File: config.mk
export PLATFORM = sky130hd
export DESIGN_NAME = spad_angle
export DESIGN_NICKNAME = d
export VERILOG_FILES = /design/src/design/assert_macros.svh /design/src/design/spad_pkg.sv /design/src/design/spad_angle.sv
export SDC_FILE = /design/constraint.sdc
export NUM_CORES = 2
export LEC_CHECK = 0
export BUFFER_PORTS_ARGS = -buffer_cell sky130_fd_sc_hd__buf_2
export CAP_MARGIN = 30
export CORE_ASPECT_RATIO = 0.7
export CORE_MARGIN = 4
export CORE_UTILIZATION = 55
export CTS_CLUSTER_SIZE = 30
export DETAILED_ROUTE_END_ITERATION = 10
export PLACE_DENSITY = 0.71
export SLEW_MARGIN = 20
export SYNTH_ARGS = -nofsm -noshare
export SYNTH_HDL_FRONTEND = slang
export SYNTH_SLANG_ARGS = --single-unit
File: constraint.sdc
create_clock -name i_clk -period 8.5 [get_ports i_clk]
set_input_delay 0.85 -clock i_clk [delete_from_list [all_inputs] [get_ports i_clk]]
set_output_delay 0.85 -clock i_clk [all_outputs]
set_load 0.02 [all_outputs]
File: src/design/assert_macros.svh
// assertion helpers used by the decoder top module
`ifndef ASSERT_MACROS_SVH
`define ASSERT_MACROS_SVH

// generic clocked assertion with reset disable
`define SPAD_ASSERT_IMPL(label, clk, rst_n, prop, msg) \
    label: assert property (@(posedge clk) disable iff (!rst_n) prop) else $error(msg);

// same, on the block clock and reset
`define SPAD_ASSERT(label, prop, msg) `SPAD_ASSERT_IMPL(label, i_clk, i_rst_n, prop, msg)

`endif

File: src/design/spad_pkg.sv
`timescale 1ns / 1ps
`default_nettype none
// ----------------------------------------------------------------------------
// spad_pkg
// Shared types and constants of the sync/sweep pulse angle decoder.
// ----------------------------------------------------------------------------
package spad_pkg;

    localparam int SENSORS_DEF = 5;
    localparam int WINDOW_DEF  = 36;
    localparam int TRIPLES     = 4;

    localparam logic [15:0] SYNC_WIDTH_RST = 16'd2400;
    localparam logic [23:0] CENTER_RST     = 24'd480000;

    // pi * 2^35, split for two narrow multiplies
    localparam logic [36:0] PI_Q35 = 37'h19_21FB_5444;
    localparam int          K_LO_W = 19;
    localparam logic [18:0] K_LO   = PI_Q35[18:0];
    localparam logic [17:0] K_HI   = PI_Q35[36:19];

    localparam logic [19:0] DIVISOR     = 20'd999960;
    localparam logic [29:0] ROUND_OFS   = 30'd1023959040; // half of divisor << 11
    localparam logic [32:0] DELTA_CLAMP = 33'd67108864;

    // floor(2^51 / divisor); the estimate lands at most three below the quotient
    localparam logic [31:0] RECIP_M = 32'd2251889889;
    localparam logic [21:0] DIV_X1  = 22'd999960;
    localparam logic [21:0] DIV_X2  = 22'd1999920;
    localparam logic [21:0] DIV_X3  = 22'd2999880;

    typedef logic [1:0] t_opcode;
    localparam t_opcode OP_EDGE    = 2'd0;
    localparam t_opcode OP_DECODE  = 2'd1;
    localparam t_opcode OP_RESTART = 2'd2;

    typedef logic [1:0] t_cfg_idx;
    localparam t_cfg_idx CFG_SYNC_WIDTH = 2'd0;
    localparam t_cfg_idx CFG_CENTER     = 2'd1;

    typedef enum logic [3:0] {
        ST_IDLE,
        ST_SCAN,
        ST_SEARCH,
        ST_TRD0,
        ST_TRD1,
        ST_TRD2,
        ST_TCALC,
        ST_TWAIT,
        ST_DONE
    } t_state;

    typedef enum logic [2:0] {
        AS_IDLE,
        AS_MUL_LO,
        AS_MUL_HI,
        AS_SUM,
        AS_RECIP,
        AS_BACK,
        AS_FIX,
        AS_SAT
    } t_ang_state;

    typedef struct packed {
        logic       edge_ev;
        logic       restart;
        logic [2:0] sensor;
    } t_ring_cmd;

    typedef struct packed {
        logic        start;
        logic        neg;
        logic [26:0] mag;
    } t_ang_req;

    typedef struct packed {
        logic        busy;
        logic        done;
        logic [31:0] angle;
    } t_ang_rsp;

endpackage
`default_nettype wire

File: src/design/spad_angle.sv
`timescale 1ns / 1ps
`default_nettype none
// ----------------------------------------------------------------------------
// spad_angle
// Tick delta to angle: split multiply by pi, rounding, reciprocal divide
// with one correction step, saturation to 32 bits signed.
// ----------------------------------------------------------------------------
module spad_angle (
    input  wire                  i_clk,
    input  wire                  i_rst_n,
    input  spad_pkg::t_ang_req   i_req,
    output spad_pkg::t_ang_rsp   o_rsp
);
    import spad_pkg::*;

    t_ang_state r_state;
    t_ang_state n_state;

    logic        r_neg;
    logic [26:0] r_mag;
    logic [45:0] r_plo;
    logic [44:0] r_phi;
    logic [51:0] r_num;
    logic [31:0] r_q;
    logic [21:0] r_rem;

    logic [63:0] prod_sum;
    logic [64:0] est_prod;
    logic [51:0] back_prod;
    logic [1:0]  fix_cnt;
    logic [31:0] sat;

    assign prod_sum  = 64'(r_plo) + (64'(r_phi) << K_LO_W) + 64'(ROUND_OFS);
    // quotient estimate from the top bits of the scaled numerator
    assign est_prod  = 65'(r_num[51:19]) * 65'(RECIP_M);
    assign back_prod = 52'(r_q) * 52'(DIVISOR);
    assign fix_cnt   = 2'(r_rem >= DIV_X1) + 2'(r_rem >= DIV_X2) + 2'(r_rem >= DIV_X3);

    always_comb begin
        if (r_neg) begin
            sat = r_q[31] ? 32'h8000_0000 : 32'd0 - r_q;
        end else begin
            sat = r_q[31] ? 32'h7FFF_FFFF : r_q;
        end
    end

    always_ff @(posedge i_clk) begin
        if (!i_rst_n) begin
            r_state <= AS_IDLE;
        end else begin
            r_state <= n_state;
        end
    end

    always_comb begin
        n_state     = r_state;
        o_rsp.busy  = (r_state != AS_IDLE);
        o_rsp.done  = 1'b0;
        o_rsp.angle = sat;
        unique case (r_state)
            AS_IDLE:   if (i_req.start) n_state = AS_MUL_LO;
            AS_MUL_LO: n_state = AS_MUL_HI;
            AS_MUL_HI: n_state = AS_SUM;
            AS_SUM:    n_state = AS_RECIP;
            AS_RECIP:  n_state = AS_BACK;
            AS_BACK:   n_state = AS_FIX;
            AS_FIX:    n_state = AS_SAT;
            AS_SAT: begin
                o_rsp.done = 1'b1;
                n_state    = AS_IDLE;
            end
            default:   n_state = AS_IDLE;
        endcase
    end

    always_ff @(posedge i_clk) begin
        case (r_state)
            AS_IDLE: begin
                r_neg <= i_req.neg;
                r_mag <= i_req.mag;
            end
            AS_MUL_LO: r_plo <= 46'(r_mag) * 46'(K_LO);
            AS_MUL_HI: r_phi <= 45'(r_mag) * 45'(K_HI);
            AS_SUM:    r_num <= prod_sum[62:11];
            AS_RECIP:  r_q   <= est_prod[63:32];
            // remainder stays below four divisors, so 22 bits hold it
            AS_BACK:   r_rem <= r_num[21:0] - back_prod[21:0];
            AS_FIX:    r_q   <= r_q + 32'(fix_cnt);
            default: ;
        endcase
    end

endmodule
`default_nettype wire

==> impl_metrics.py <==
metrics = {
    "sta": {
        "finalCriticalPeriod_ns": 7.544,
        "fin_skew_ns": 0.03252,
        "slew_headroom_pct": 37.24,
        "grt_setup_unrepaired": "no",
        "setup_tns_ns": 0,
        "finalSetupViolations": 0,
        "hold_viol_final": 0,
        "tightest_slew_ns": 0.9347,
        "maxSlewViolCount": 0,
        "max_freq_mhz": 132.6,
        "setup_slack_ns": 0.9559,
        "fin_crit_sh_pct": 88.75,
    },
    "drt": {
        "vias_per_cell": 5.410,
        "ant_nets": 0,
        "vias": 26250,
        "routedWlPerCell_microns": 19.30,
        "drtPass1Iterations": 5,
        "drc": 0,
        "drt-initial-drc-count": 1804,
        "wl_microns": 93640,
    },
    "placement": {
        "post-place-ws_ns": 1.007,
        "numPortBuffers": 64,
        "dp_hpwl_microns": 81000,
        "dp_cells": 4804,
        "gp_congestion": 0.9740,
    },
    "die": {
        "die-area_sq_um": 77060,
        "pin_count": 65,
        "core-area_sq_um": 71720,
        "die_y_microns": 233.5,
        "dieWidth_microns": 330.1,
        "num_rows": 82,
        "start_util_pct": 55.69,
    },
    "status": {
        "outcome": "complete, no violations",
    },
    "yosys": {
        "synthDistinctLibCells": 76,
        "synth_common_cells": "inv_1 (894), ha_1 (860), fa_1 (604), edfxtp_1 (204), xnor2_1 (154)",
        "synth_edf_count": 204,
        "yosysTopAreaCell": "fa_1",
        "synth_area_leaders": "fa_1 (30%), ha_1 (27%), edfxtp_1 (15%)",
        "ys_warn_count": 0,
        "synth_cells": 3771,
        "synth_area_sq_um": 39940,
        "avgSynthCellArea_sq_um": 10.59,
        "syn_nets": 5266,
        "async_flop_share_pct": 0,
        "yosysSeqAreaShare_pct": 15.49,
        "synthFlopType": "edfxtp_1",
        "yosysMostFrequentCell": "inv_1",
        "ys_ff_latch": 207,
        "yosysTopAreaCellShare_pct": 30.27,
    },
    "grt": {
        "grt_first_pass_wirelength_microns": 150600,
        "grt_max_degree": 51,
        "grt_antenna_before_repair": 0,
        "grt_pass1_vias": 27250,
        "gr-total-overflow": 0,
        "track_usage_pct": 25.27,
    },
    "finish": {
        "stdcell_count": 4851,
        "multi_input_area_sq_um": 30320,
        "fillers": 5937,
        "area_growth_pct": 6.428,
        "finalNetCount": 5360,
        "fin_util_pct": 59.27,
        "register_area_sq_um": 6186,
        "drive_above_1_share_pct": 4.222,
    },
    "clocking": {
        "clock-root-buffer": "clkbuf_16",
        "cts.clk_slew.worst_paths_ns": 0.07,
        "cts_sinks": 207,
        "cts_tree": "yes",
        "numCtsBuffers": 25,
        "htree_levels": 1,
        "cts_resized": 0,
        "hold_buffers": 0,
        "postCtsSetupBuffers": 0,
        "clkLatencyLatePin_ns": 0.59,
        "clock_path_buffers": 3,
    },
    "critical_path": {
        "r2r_slack_ns": 0.96,
        "cp_max_fo": 7,
        "critPathRequiredTime_ns": 8.81,
        "crit_arrival_ns": 7.86,
        "path_cells": "inv_1, fa_1, inv_1, ha_1, inv_1, fa_1, fa_1, inv_1, fa_1, fa_1, fa_1, ha_1, ha_1, nand3_1, nor2_1, nor4b_1, a211oi_2, buf_4, o211ai_2, a31oi_1, o31ai_1, a211oi_1, xor2_1, o21ai_0",
        "crit_type": "reg -> reg",
        "path_common_cell": "fa_1",
        "critPathSlowestCell": "edfxtp_1",
        "cp-end-kind": "register",
        "cpPeakStageDelay_ns": 0.65,
        "cp-start-kind": "register",
    },
    "run": {
        "cap_violations": 0,
    },
    "hold_path": {
        "min_path_type": "in -> reg",
    },
}
-- critical path, delay by kind of cell (launching register included) --
| family | cells | cell delay, ns |
|---|---|---|
| flops | 1 | 0.65 |
| fa+ha+maj | 9 | 4.00 |
| buf+inv | 5 | 0.68 |
| xor+xnor | 1 | 0.15 |
| simple gates | 3 | 0.56 |
| compound gates | 6 | 1.25 |
-- final cells by class --
class                      instances  share of cell area [%]
tap                              966                   2.843
inverter                         894                   7.895
clock buffer                      25                   1.472
multi-input combinational       2645                   71.33
antenna                            1                0.005887
sequential                       207                   14.55
timing repair buffer              92                   1.266
clock inverter                    21                  0.6329
-- path summary, 6_finish.rpt --
| path | start | end | depth (start not counted) |
|---|---|---|---|
| worst max-delay path | r_num[42]$_DFFE_PN_ | r_q[25]$_DFFE_PP_ | 24 |
| worst min-delay path | i_req[5] | r_mag[5]$_DFFE_PN_ | 1 |
| worst max register to register | r_num[42]$_DFFE_PN_ | r_q[25]$_DFFE_PP_ | 24 |
| worst min register to register | r_state[1]$_SDFFE_PN0P_ | r_state[1]$_SDFFE_PN0P_ | 2 |
-- routing by layer --
layer / global-route usage, % / vias to the layer above / wire, microns
met1: 37.36 / 12750 / 44010
met2: 37.40 / 785 / 39020
met5: 0 / - / 0
met4: 4.412 / 0 / 1681
met3: 7.356 / 99 / 8932
li1: - / 12610 / -
-- flip-flops by register name, indices dropped and copies added (netlist names) --
register,cells
r_num,49
r_phi,44
r_plo,32
r_q,32
r_mag,27
r_rem,19
r_state,3
r_neg,1
-- logic make-up (layout without fill, tap and decap cells) --
logic type	count (synthesis)	in the layout	synth area share (%)
other	0	1	0
buffers and inverters	919	1032	8.637
and+or+nand+nor	479	479	5.724
xor gates and xnor gates	218	218	4.815
DFF	207	207	15.49
muxes	1	1	0.02506
AOI/OAI and AO/OA	483	483	8.095
adders and majority gates	1464	1464	57.22
-- per-stage QoR --
| stage | instance area [sq um] | hold WS [ns] |
|---|---|---|
| after detailed placement | 41610 | 0.5422 |
| final | 42510 | 0.4307 |
| after CTS | 42500 | 0.3920 |
| after global routing | 42500 | 0.4093 |
| after global placement | 41590 | 0.5425 |
| after floorplan | 39940 | 0.4739 |
-- cell usage in the layout, fill, tap and decap left out, drive strengths merged, types with 5 or more instances in the layout --
cell type    n
o31ai       14
or3         13
clkbuf      25
and3        27
o2111ai      7
nor3        37
nand4       18
fa         604
o211ai       9
nand2      108
a31oi       12
buf         92
clkinvlp     6
nor2b       24
o21a        25
edfxtp     204
nand3       45
o31a         6
inv        902
nor2       146
a2111oi      7
or2          5
a21o        68
o311ai      10
and2        10
a221o        7
ha         860
or4          5
a211oi      19
xnor2      154
o21ai       94
xor2        63
o21bai      20
nand2b      29
a21oi      140
Power is not shown: default switching activity piles up to over one toggle a cycle in this logic, so the estimate is an artifact.
